**src/rtl/bfsa_pkg.sv**
```systemverilog
// ----------------------------------------------------------------------------
// bfsa_pkg
// shared types and constants of the best-fit segment allocator
// ----------------------------------------------------------------------------
package bfsa_pkg;

  localparam int MAX_SEG = 16;
  localparam int IDX_W   = $clog2(MAX_SEG);
  localparam int CNT_W   = IDX_W + 1;
  localparam int ADDR_W  = 16;

  localparam logic [ADDR_W-1:0] ADDR_LIMIT = '1;
  localparam logic [ADDR_W-1:0] HEAP_RESET = 16'hFFFF;

  typedef logic [ADDR_W-1:0] addr_t;
  typedef logic [IDX_W-1:0]  idx_t;
  typedef logic [CNT_W-1:0]  cnt_t;

  typedef enum logic [1:0] {
    OP_ALLOC   = 2'd0,
    OP_REALLOC = 2'd1,
    OP_FREE    = 2'd2,
    OP_REINIT  = 2'd3
  } op_e;

  typedef enum logic [1:0] {
    STS_OK     = 2'd0,
    STS_NO_FIT = 2'd1,
    STS_FULL   = 2'd2
  } status_e;

  // read request into the segment table
  typedef struct packed {
    logic bank;
    idx_t idx;
  } tab_rd_t;

  // write request into the segment table
  typedef struct packed {
    logic  en;
    logic  bank;
    idx_t  idx;
    addr_t seg_start;
    addr_t seg_end;
  } tab_wr_t;

endpackage

```
**src/rtl/bfsa_table.sv**
```systemverilog
// ----------------------------------------------------------------------------
// bfsa_table
// two banks of free segments (start, end), one read and one write port
// ----------------------------------------------------------------------------
module bfsa_table (
  input  logic             clk_i,
  input  logic             rst_ni,
  input  bfsa_pkg::tab_rd_t rd_i,
  input  bfsa_pkg::tab_wr_t wr_i,
  output bfsa_pkg::addr_t  rd_start_o,
  output bfsa_pkg::addr_t  rd_end_o
);
  import bfsa_pkg::*;

  addr_t seg_start_q [2][MAX_SEG];
  addr_t seg_end_q   [2][MAX_SEG];
  logic  init_q;

  // segment storage
  always_ff @(posedge clk_i) begin
    if (wr_i.en) begin
      seg_start_q[wr_i.bank][wr_i.idx] <= wr_i.seg_start;
      seg_end_q[wr_i.bank][wr_i.idx]   <= wr_i.seg_end;
    end
  end

  // after reset bank 0 entry 0 reads as the full heap until written
  always_ff @(posedge clk_i or negedge rst_ni) begin
    if (!rst_ni) begin
      init_q <= 1'b1;
    end else if (wr_i.en && !wr_i.bank && wr_i.idx == '0) begin
      init_q <= 1'b0;
    end
  end

  // read port
  always_comb begin
    if (init_q && !rd_i.bank && rd_i.idx == '0) begin
      rd_start_o = '0;
      rd_end_o   = HEAP_RESET;
    end else begin
      rd_start_o = seg_start_q[rd_i.bank][rd_i.idx];
      rd_end_o   = seg_end_q[rd_i.bank][rd_i.idx];
    end
  end

endmodule

```
**src/rtl/best_fit_segment_allocator.sv**
```systemverilog
// ----------------------------------------------------------------------------
// best_fit_segment_allocator
// best-fit free list allocator with coalescing over a 16-entry segment table
// ----------------------------------------------------------------------------
// passes: a scan pass steps through the segments held, a merge pass through them
// and the segment to insert; a reallocate that moves its block runs scan,
// merge, scan and merge passes.
// a new request is taken only while idle, the next may start in the result cycle.
// the result beat is shown for one cycle on done_o, busy is low meanwhile.
// reset: one free segment 0..65535, heap_size 65535, block idle.
module best_fit_segment_allocator (
  input  logic                 clk_i,
  input  logic                 rst_ni,
  input  logic                 start,
  output logic                 busy,
  input  logic [1:0]           operation_i,
  input  bfsa_pkg::addr_t      block_address_i,
  input  bfsa_pkg::addr_t      block_length_i,
  input  bfsa_pkg::addr_t      new_length_i,
  input  logic                 heap_size_we_i,
  input  bfsa_pkg::addr_t      heap_size_i,
  output logic                 done_o,
  output logic [1:0]           status_o,
  output bfsa_pkg::addr_t      granted_address_o,
  output bfsa_pkg::cnt_t       free_segments_o
);
  import bfsa_pkg::*;

  typedef enum logic [1:0] {
    ST_IDLE,
    ST_SCAN,
    ST_MERGE
  } state_e;

  state_e  state_q;
  logic    bank_q;
  cnt_t    cnt_q;
  addr_t   heap_q;

  // request
  addr_t   a_q, len_q, nl_q;
  logic [ADDR_W:0] sum_al_q, sum_anl_q;
  logic    grow_mode_q, move_q;

  // pass control
  logic    src_bank_q;
  cnt_t    src_n_q, src_i_q, w_q;
  logic    found_q;
  idx_t    best_idx_q;
  addr_t   best_s_q, best_rem_q;
  logic    mod_en_q;
  idx_t    mod_idx_q;
  addr_t   mod_s_q;
  logic    ins_pend_q;
  addr_t   ins_s_q, ins_e_q;
  logic    have_cur_q;
  addr_t   cur_s_q, cur_e_q;
  addr_t   granted_q;

  // result beat
  logic    done_q;
  status_e status_q;
  addr_t   res_addr_q;
  cnt_t    free_q;

  tab_rd_t rd;
  tab_wr_t wr;
  addr_t   rd_start, rd_end;

  function automatic addr_t clip(input logic [ADDR_W:0] v);
    if (v > {1'b0, ADDR_LIMIT}) begin
      return ADDR_LIMIT;
    end
    return v[ADDR_W-1:0];
  endfunction

  bfsa_table u_table (
    .clk_i      (clk_i),
    .rst_ni     (rst_ni),
    .rd_i       (rd),
    .wr_i       (wr),
    .rd_start_o (rd_start),
    .rd_end_o   (rd_end)
  );

  // input sums
  logic [ADDR_W:0] in_al, in_anl;
  assign in_al  = {1'b0, block_address_i} + {1'b0, block_length_i};
  assign in_anl = {1'b0, block_address_i} + {1'b0, new_length_i};

  // shared compare unit on the entry under the read pointer
  addr_t seg_size, rem, ent_s, item_s, item_e;
  logic  take, grow_hit, src_left, use_ins, item_vld, item_live, merge_hit, flush_wr;
  cnt_t  fin_cnt;

  assign rd       = '{bank: src_bank_q, idx: src_i_q[IDX_W-1:0]};
  assign seg_size = rd_end - rd_start;
  assign rem      = seg_size - len_q;
  assign take     = (seg_size >= len_q) && (!found_q || rem < best_rem_q);
  assign grow_hit = ({1'b0, rd_start} == sum_al_q) && (sum_anl_q <= {1'b0, rd_end});

  assign src_left = src_i_q < src_n_q;
  assign ent_s    = (mod_en_q && src_i_q[IDX_W-1:0] == mod_idx_q) ? mod_s_q : rd_start;
  assign use_ins  = ins_pend_q && (!src_left || ent_s >= ins_s_q);
  assign item_vld = use_ins || src_left;
  assign item_s   = use_ins ? ins_s_q : ent_s;
  assign item_e   = use_ins ? ins_e_q : rd_end;
  assign item_live = item_e > item_s;
  assign merge_hit = have_cur_q && cur_e_q >= item_s;
  assign fin_cnt  = w_q + cnt_t'(have_cur_q);

  // write the finished segment when a new one opens or the pass ends
  assign flush_wr = (state_q == ST_MERGE) && have_cur_q &&
                    ((item_vld && item_live && !merge_hit) || !item_vld) &&
                    (w_q < cnt_t'(MAX_SEG));
  assign wr = '{en: flush_wr, bank: ~src_bank_q, idx: w_q[IDX_W-1:0],
                seg_start: cur_s_q, seg_end: cur_e_q};

  // sequencer
  always_ff @(posedge clk_i or negedge rst_ni) begin
    if (!rst_ni) begin
      state_q     <= ST_IDLE;
      bank_q      <= 1'b0;
      cnt_q       <= cnt_t'(1);
      heap_q      <= HEAP_RESET;
      done_q      <= 1'b0;
      status_q    <= STS_OK;
      res_addr_q  <= '0;
      free_q      <= '0;
      move_q      <= 1'b0;
      grow_mode_q <= 1'b0;
      found_q     <= 1'b0;
      mod_en_q    <= 1'b0;
      ins_pend_q  <= 1'b0;
      have_cur_q  <= 1'b0;
      src_bank_q  <= 1'b0;
      src_n_q     <= '0;
      src_i_q     <= '0;
      w_q         <= '0;
    end else begin
      done_q <= 1'b0;
      if (heap_size_we_i) begin
        heap_q <= heap_size_i;
      end
      case (state_q)
        ST_IDLE: begin
          if (start) begin
            a_q         <= block_address_i;
            nl_q        <= new_length_i;
            sum_al_q    <= in_al;
            sum_anl_q   <= in_anl;
            move_q      <= 1'b0;
            mod_en_q    <= 1'b0;
            ins_pend_q  <= 1'b0;
            have_cur_q  <= 1'b0;
            found_q     <= 1'b0;
            src_bank_q  <= bank_q;
            src_n_q     <= cnt_q;
            src_i_q     <= '0;
            w_q         <= '0;
            granted_q   <= '0;
            len_q       <= block_length_i;
            grow_mode_q <= 1'b0;
            case (op_e'(operation_i))
              OP_ALLOC: begin
                state_q <= ST_SCAN;
              end
              OP_REALLOC: begin
                if (new_length_i < block_length_i) begin
                  ins_s_q    <= clip(in_anl);
                  ins_e_q    <= clip(in_al);
                  ins_pend_q <= clip(in_al) > clip(in_anl);
                  granted_q  <= block_address_i;
                  state_q    <= ST_MERGE;
                end else begin
                  grow_mode_q <= 1'b1;
                  state_q     <= ST_SCAN;
                end
              end
              OP_FREE: begin
                ins_s_q    <= block_address_i;
                ins_e_q    <= clip(in_al);
                ins_pend_q <= clip(in_al) > block_address_i;
                state_q    <= ST_MERGE;
              end
              OP_REINIT: begin
                ins_s_q    <= '0;
                ins_e_q    <= heap_q;
                ins_pend_q <= heap_q != '0;
                src_n_q    <= '0;
                state_q    <= ST_MERGE;
              end
              default: state_q <= ST_IDLE;
            endcase
          end
        end

        ST_SCAN: begin
          if (src_left) begin
            // one entry per cycle through the fit or grow compare
            if (!grow_mode_q && take) begin
              found_q    <= 1'b1;
              best_idx_q <= src_i_q[IDX_W-1:0];
              best_s_q   <= rd_start;
              best_rem_q <= rem;
            end else if (grow_mode_q && grow_hit) begin
              found_q    <= 1'b1;
              best_idx_q <= src_i_q[IDX_W-1:0];
            end
            src_i_q <= src_i_q + cnt_t'(1);
          end else begin
            src_i_q    <= '0;
            w_q        <= '0;
            have_cur_q <= 1'b0;
            if (!grow_mode_q) begin
              if (found_q) begin
                mod_en_q  <= 1'b1;
                mod_idx_q <= best_idx_q;
                mod_s_q   <= best_s_q + len_q;
                granted_q <= best_s_q;
                state_q   <= ST_MERGE;
              end else begin
                done_q     <= 1'b1;
                status_q   <= STS_NO_FIT;
                res_addr_q <= '0;
                free_q     <= cnt_q;
                state_q    <= ST_IDLE;
              end
            end else if (found_q) begin
              mod_en_q  <= 1'b1;
              mod_idx_q <= best_idx_q;
              mod_s_q   <= sum_anl_q[ADDR_W-1:0];
              granted_q <= a_q;
              state_q   <= ST_MERGE;
            end else begin
              // grow by moving: free the block first
              ins_s_q    <= a_q;
              ins_e_q    <= clip(sum_al_q);
              ins_pend_q <= clip(sum_al_q) > a_q;
              move_q     <= 1'b1;
              state_q    <= ST_MERGE;
            end
          end
        end

        ST_MERGE: begin
          if (item_vld) begin
            // sorted stream with drop of empty and merge of touching segments
            if (use_ins) begin
              ins_pend_q <= 1'b0;
            end else begin
              src_i_q <= src_i_q + cnt_t'(1);
            end
            if (item_live) begin
              if (merge_hit) begin
                if (item_e > cur_e_q) begin
                  cur_e_q <= item_e;
                end
              end else begin
                if (have_cur_q) begin
                  w_q <= w_q + cnt_t'(1);
                end
                cur_s_q    <= item_s;
                cur_e_q    <= item_e;
                have_cur_q <= 1'b1;
              end
            end
          end else begin
            // end of pass
            if (fin_cnt > cnt_t'(MAX_SEG)) begin
              done_q     <= 1'b1;
              status_q   <= STS_FULL;
              res_addr_q <= '0;
              free_q     <= cnt_q;
              state_q    <= ST_IDLE;
            end else if (move_q) begin
              move_q      <= 1'b0;
              grow_mode_q <= 1'b0;
              len_q       <= nl_q;
              found_q     <= 1'b0;
              mod_en_q    <= 1'b0;
              src_bank_q  <= ~src_bank_q;
              src_n_q     <= fin_cnt;
              src_i_q     <= '0;
              state_q     <= ST_SCAN;
            end else begin
              bank_q     <= ~src_bank_q;
              cnt_q      <= fin_cnt;
              done_q     <= 1'b1;
              status_q   <= STS_OK;
              res_addr_q <= granted_q;
              free_q     <= fin_cnt;
              state_q    <= ST_IDLE;
            end
          end
        end

        default: state_q <= ST_IDLE;
      endcase
    end
  end

  assign busy              = state_q != ST_IDLE;
  assign done_o            = done_q;
  assign status_o          = status_q;
  assign granted_address_o = res_addr_q;
  assign free_segments_o   = free_q;

  // checks
  a_cnt_range: assert property (@(posedge clk_i) disable iff (!rst_ni)
    cnt_q <= cnt_t'(MAX_SEG))
    else $error("segment count beyond table depth");

  a_done_idle: assert property (@(posedge clk_i) disable iff (!rst_ni)
    done_q |-> state_q == ST_IDLE)
    else $error("result beat while a pass is running");

  a_accept_busy: assert property (@(posedge clk_i) disable iff (!rst_ni)
    (start && !busy) |=> busy)
    else $error("accepted request did not start the sequencer");

  a_merge_ptr: assert property (@(posedge clk_i) disable iff (!rst_ni)
    state_q == ST_MERGE |-> src_i_q <= src_n_q)
    else $error("merge read pointer ran past the source table");

  a_fail_keeps: assert property (@(posedge clk_i) disable iff (!rst_ni)
    (done_q && status_q != STS_OK) |-> (free_q == cnt_q && res_addr_q == '0))
    else $error("failed request changed the table or granted an address");

endmodule
```
**config.mk**
```make
export PLATFORM = sky130hd
export DESIGN_NAME = best_fit_segment_allocator
export DESIGN_NICKNAME = d
export VERILOG_FILES = /design/src/rtl/bfsa_pkg.sv /design/src/rtl/bfsa_table.sv /design/src/rtl/best_fit_segment_allocator.sv
export SDC_FILE = /design/constraint.sdc
export NUM_CORES = 2
export LEC_CHECK = 0
export BUFFER_PORTS_ARGS = -buffer_cell sky130_fd_sc_hd__buf_2
export CAP_MARGIN = 40
export CORE_MARGIN = 2
export CORE_UTILIZATION = 63
export CTS_BUF_LIST = sky130_fd_sc_hd__clkbuf_16
export DETAILED_ROUTE_END_ITERATION = 10
export PLACE_DENSITY = 0.79
export SYNTH_ARGS = -nofsm -noshare
export SYNTH_HDL_FRONTEND = slang
export SYNTH_SLANG_ARGS = --single-unit
```
**constraint.sdc**
```tcl
create_clock -name clk_i -period 11.88 [get_ports clk_i]
set_clock_uncertainty 0.15 [all_clocks]
set_input_delay 2.376 -clock clk_i [delete_from_list [all_inputs] [get_ports clk_i]]
set_output_delay 2.376 -clock clk_i [all_outputs]
set_load 0.01 [all_outputs]
```
# Yosys cells after proc, flatten, opt, wreduce, memory -nomap -nowiden
# Memory sizes are Yosys's and may differ from the RTL's.
# Index checks and enable logic that the tools add are counted.
[totals]
regBits = 289
ram_bits = 1024
input_bits = 70
output_inout_bits = 25
elab_cells = 342
memories = 2
[memory_table]
columns = ["memory", "depth", "word_bits", "rd", "rd_clocked_by_memory_dff", "write_ports", "line_no", "text"]
rows = [
  ["u_table.seg_end_q", 2, 256, 1, 0, 1, "bfsa_table.sv:16", "addr_t seg_end_q [2][MAX_SEG];"],
  ["u_table.seg_start_q", 2, 256, 1, 0, 1, "bfsa_table.sv:15", "addr_t seg_start_q [2][MAX_SEG];"],
]
[op_classes]
addsub = 8
order_cmp = 20
eq_ne = 30
muxes = 181
n_bitwise = 8
n_reduce_logical = 59
[op_table]
columns = ["op", "count"]
rows = [
  ["2-to-1 mux 16 bit", 59],
  ["2-to-1 mux 256 bit", 1],
  ["case mux 16 bit (2 select lines)", 5],
  ["binary-select mux 16 bit (select 4 bit)", 2],
  ["2-to-1 mux 5 bit", 22],
  ["case mux 16 bit (3 select lines)", 2],
  ["> comparator 16 bit", 5],
  ["demux 16 bit (select 4 bit)", 1],
  ["2-to-1 mux 1 bit", 59],
  ["> comparator 17 x 16 -> 1 bit, second input constant", 3],
  ["greater-or-equal comparator 16 bit", 3],
  ["AND reduction 7 bit", 5],
  ["adder 16 x 16 -> 17 bit", 2],
  ["less-than comparator 16 bit", 2],
  ["subtractor 16 bit", 2],
  ["!= test 2 bit, second input constant", 15],
  ["case mux 5 bit (3 select lines)", 2],
  ["AND reduction 5 bit", 5],
  ["2-to-1 mux 2 bit", 12],
  ["case mux 5 bit (2 select lines)", 2],
  ["case mux 1 bit (3 select lines)", 6],
  ["AND reduction 6 bit", 3],
  ["== test 16 x 17 -> 1 bit", 1],
  ["less-or-equal comparator 17 x 16 -> 1 bit", 1],
  ["33 further kinds", 86],
]

# Logic depth before layout (Yosys ltp)
[depth]
word_depth = 19
depth_mapped = 38
mapped_depth_nobuf = 33

# Hierarchy
# From an unflattened synthesis, not the netlist that was laid out.
[hier_totals]
cells_unflattened = 3817
hier_area_um2 = 59254.3
[by_module_without_submodules]
columns = ["mod", "instances", "cells_each", "area_each_um2", "seq_area_each_um2"]
rows = [
  ["bfsa_table", 1, 1844, 39416.6, 30775.8],
  ["best_fit_segment_allocator", 1, 1973, 19837.8, 8319.2],
]

# Worst setup path before layout
# No wires, ideal clock.
[synth_path]
path_kind = "register -> register"
startpoint = "reg src_i_q[1]"
endpoint = "reg best_rem_q[0] (enable)"
setup_ns = 0.387
t_arrival_ns = 7.972
required_time_ns = 11.343
setup_slack_ns = 3.372
stages_incl_launch_ff = 39
path_buffers = 6
synth_period_minus_slack_ns = 8.508
cell_sequence = "dfrtp_1 buf_2 inv_1 buf_2 buf_1 buf_2 ha_1 and3b_1 and2_1 clkbuf_1 clkbuf_1 nor2_1 ha_1 fa_1 nor2b_1 o21ai_0 a21boi_0 o21ai_0 [... 3 more ...] ha_1 a21oi_1 nor2b_1 a31o_2 a41o_1 o41ai_1 o21ai_0 a21oi_1 xnor2_1 ha_1 nand2_1 nor3_1 a221o_1 a211oi_1 nand4_1 a31oi_1 nand3_1 inv_1"
[synth_between]
elab_chain_cells = 12
elab_cells_between_ends = 20
classes_between = "add/sub (2); order compare (3); mux (8); bitwise (1); reduce/logical (6)"
[synth_lines]
columns = ["item", "line_no", "text"]
rows = [
  ["from (decl)", "best_fit_segment_allocator.sv:47", "cnt_t src_n_q, src_i_q, w_q;"],
  ["from (signal assigned)", "best_fit_segment_allocator.sv:210", "src_i_q <= src_i_q + cnt_t'(1);"],
  ["from (signal assigned)", "best_fit_segment_allocator.sv:252", "src_i_q <= src_i_q + cnt_t'(1);"],
  ["inverter 4 -> 5 bit (not written as such)", "bfsa_table.sv:42", "rd_start_o = seg_start_q[rd_i.bank][rd_i.idx];"],
  ["binary-select mux 16 bit (select 4 bit)", "bfsa_table.sv:42", ""],
  ["2-to-1 mux 16 bit (not written as such) (2 in a row)", "bfsa_table.sv:42", ""],
  ["2-to-1 mux 16 bit *", "bfsa_table.sv:38", "if (init_q && !rd_i.bank && rd_i.idx == '0) begin"],
  ["named net rd_start[0]", "best_fit_segment_allocator.sv:68", "addr_t rd_start, rd_end;"],
  ["subtractor 16 bit *", "best_fit_segment_allocator.sv:97", "assign seg_size = rd_end - rd_start;"],
  ["subtractor 16 bit *", "best_fit_segment_allocator.sv:98", "assign rem = seg_size - len_q;"],
  ["named net rem[14]", "best_fit_segment_allocator.sv:92", "addr_t seg_size, rem, ent_s, item_s, item_e;"],
  ["less-than comparator 16 bit *", "best_fit_segment_allocator.sv:99", "assign take = (seg_size >= len_q) && (!found_q || rem < best_rem_q);"],
  ["logical OR 1 bit *", "best_fit_segment_allocator.sv:99", ""],
  ["logical AND 1 bit *", "best_fit_segment_allocator.sv:99", ""],
  ["logical AND 1 bit *", "best_fit_segment_allocator.sv:201", "if (!grow_mode_q && take) begin"],
  ["AND reduction 4 bit (no line) *", "--", ""],
  ["to (signal assigned)", "best_fit_segment_allocator.sv:205", "best_rem_q <= rem;"],
  ["to (decl)", "best_fit_segment_allocator.sv:50", "addr_t best_s_q, best_rem_q;"],
]
# The timed path passes the listed nets; every way through them passes the cells marked *. The select of a mux whose other input is x is not followed.
# A chain may end at the register's enable or synchronous reset.

# Final worst setup path
[layout_path]
startpoint = "reg src_i_q[0]"
endpoint = "reg best_rem_q[15] (enable)"
# Same word-level chain as after synthesis.

==> results_dict.tcl <==
set metrics [dict create \
    outcome "complete, no violations" \
    finalCriticalPeriod_ps 10430 \
    h-tree-depth 4 \
    fin_crit_sh_pct 87.8 \
    numCtsBuffers 134 \
    synth_edf_count 1242 \
    ys_ff_latch 1313 \
    path_max_fanout 69 \
    ys_async_sr_fraction_pct 5.41 \
    cp.arrival_ps 10680 \
    crit_type "flop to flop" \
    drive_above_1_share_pct 20.5 \
    die_x_um 311 \
    end_kind "flop" \
    antenna_found_initial 7 \
    postSynthAreaPerCell_um2 15.8 \
    crit_required_ps 12120 \
    startpoint_type "flop" \
    cts_root_buffer "clkbuf_16" \
    ys_seq_area_share_pct 66.0 \
    cts_tree "built" \
    timing.max_slew.rel_slack_pct 31.8 \
    syn2layout_area_growth_pct 13.2 \
    powerDensity_mw_per_mm2 236 \
    drtAntennaViolNets 0 \
    core_area_mm2 0.0932 \
    grt.total_usage_pct 37.5 \
    gp_congestion 0.970 \
    layout_common_cells "edfxtp_1 (1242), ha_1 (249), mux4_2 (246)" \
    rsz0062_at_grt "false" \
    seqPwrFrac_pct 37.2 \
    num_vias 37500 \
    vdd_drop_max_mv 0.202 \
    clock_latency_ps 780 \
    synth_warnings 0 \
    start_util_pct 63.6 \
    dieArea_mm2 0.0965 \
    synthFlopType "edfxtp_1" \
    syn_inst 3746 \
    clkSinkCount 1313 \
    wirelength_mm 180 \
    finalHoldViolations 0 \
    vias_per_cell 7.03 \
    p_switching_mw 5.52 \
    place_area_mm2 0.0625 \
    drc 0 \
    row_count 112 \
    grt_max_degree 87 \
    fin_setup_tns_ps 0 \
    clockBufferDepth 3 \
    synth_area_mm2 0.0592 \
    final_common_cell "edfxtp_1" \
    worst_slew_pin_slew_ps 1020 \
    cp_common_cell "a21oi_1" \
    swShare_pct 34.8 \
    wl_per_cell_um 33.8 \
    drt-initial-drc-count 5982 \
    leakage_nw 23.7 \
    grt_overflow 0 \
    grt_first_pass_wirelength_mm 257 \
    stdcell_area_mm2 0.0670 \
    cpMaxStageDelayCell "dfrtp_4" \
    cts_resized 0 \
    cts_hold_buf 0 \
    post_cts_buffers 0 \
    synth.net_count 4072 \
    power_frac_clock_pct 27.4 \
    fillers 5619 \
    drt_pass1_iterations 8 \
    hold_class "flop to flop" \
    grt_pass1_vias 36600 \
    io_pins 95 \
    final-setup-viol-count 0 \
    die_h_um 311 \
    cpPeakStageDelay_ps 960 \
    ys_types 95 \
    clock.fmax_mhz 95.8 \
    clkTransAtPathRegs_ps 60 \
    fin_nets 4292 \
    port_buffers 94 \
    pwr-share-comb_pct 35.4 \
    max_cap_violations 0 \
    dpl.hpwl_mm 116 \
    slew_violations 0 \
    p_int_mw 10.3 \
]
-- kinds of logic after synthesis --
kind of cell	after synthesis	share of synthesized area, %
flops	1313	66.0
simple gates	738	5.90
compound gates	603	6.62
mux	406	12.3
buf+inv	355	2.60
fa+ha+maj	256	5.47
xor+xnor	75	1.11
-- area by class of cell --
class | count | area (um2) | share of cell area, %
Antenna cell | 2 | 5.00 | 0.00746
Clock buffer | 137 | 3430 | 5.11
Clock inverter | 105 | 1070 | 1.60
Inverter | 212 | 797 | 1.19
Multi-Input combinational cell | 2078 | 18900 | 28.2
Sequential cell | 1313 | 39100 | 58.3
Tap cell | 1254 | 1570 | 2.34
Timing Repair Buffer | 227 | 2170 | 3.24
-- path summary, 6_finish.rpt --
kind	from	to	slack, ps	cells past startpoint
worst max-delay path	src_i_q[0]	best_rem_q[15]	1450	34
worst min-delay path	best_idx_q[2]	mod_idx_q[2]	270	0
worst max register to register	src_i_q[0]	best_rem_q[15]	1450	34
worst min register to register	best_idx_q[2]	mod_idx_q[2]	270	0
max in group asynchronous	rst_ni	src_n_q[2]	9050	2
min in group asynchronous	rst_ni	src_i_q[3]	1470	1
-- worst max-delay path, delay by kind of cell (launching register included) --
kind            cells  cell delay (ps)
flops               1              960
xor+xnor            2              310
buf+inv             3             1150
fa+ha+maj           4             1370
simple gates        8             1230
mux                 1              410
compound gates     16             4330
-- state kept, by name, summed over array words and instances (netlist names), 17 cells and up --
register and flops:
u_table.seg_start_q 512, sum_anl_q 17, u_table.seg_end_q 512, sum_al_q 17
-- Yosys cell counts, drive strengths merged (6+ instances only) --
library cell	n	share of area (%)
edfxtp	1242	63
ha	251	5.3
mux4	250	9.5
nand2	242	1.5
inv	211	1.3
nor2	186	1.2
o21ai	172	1.5
a21oi	123	1.0
mux2i	97	1.6
buf	75	0.82
clkbuf	68	0.43
nand3	64	0.55
mux2	59	1.1
dfrtp	53	2.2
xnor2	42	0.62
a21o	41	0.52
nor3	41	0.35
nand4	37	0.40
nor2b	33	0.35
xor2	33	0.49
a211oi	30	0.39
a22oi	28	0.35
nand2b	27	0.29
a22o	24	0.35
or2	24	0.25
and3	19	0.20
o21a	19	0.24
a31oi	18	0.20
dfstp	18	0.80
nor4	18	0.23
o211ai	17	0.22
o22ai	16	0.17
o31ai	15	0.19
o21bai	13	0.16
and2	11	0.12
a21boi	10	0.13
or3	10	0.11
a2111oi	7	0.11
nand3b	7	0.089
o41ai	7	0.10
a31o	6	0.089
-- power by group through the flow --
stage / Clock (mW) / Sequential [mW] / Combinational (mW)
after global routing: 4.50 / 5.90 / 6.05
after detailed placement: 0 / 6.01 / 5.35
final: 4.34 / 5.89 / 5.61
after global placement: 0 / 6.12 / 5.03
after floorplan: 0 / 5.93 / 3.71
after CTS: 4.35 / 5.92 / 5.42
-- metal layers --
metal  GRT usage, %  wire, um  up-vias  part of all wire [%]
met5              0        38        -                 0.021
met1           53.3     66100    18900                    37
li1               -         -    15100                     -
met4           13.8      7340        6                   4.1
met3           10.4     24700      465                    14
met2           56.1     81700     3015                    45
-- metrics by stage --
stage / power, mW / setup slack, ps / utilization (%) / std cells / hold slack, ps
after floorplan: 9.64 / 3370 / - / 3746 / 250
after global placement: 11.2 / 1950 / 66.2 / 5042 / 251
after detailed placement: 11.4 / 1700 / 67.1 / 5081 / 258
after CTS: 15.7 / 1590 / 71.9 / 5323 / 273
after global routing: 16.4 / 1100 / 71.9 / 5326 / 278
final: 15.8 / 1450 / 71.9 / 5328 / 272
Note: power is estimated with default switching activity, not from simulation.
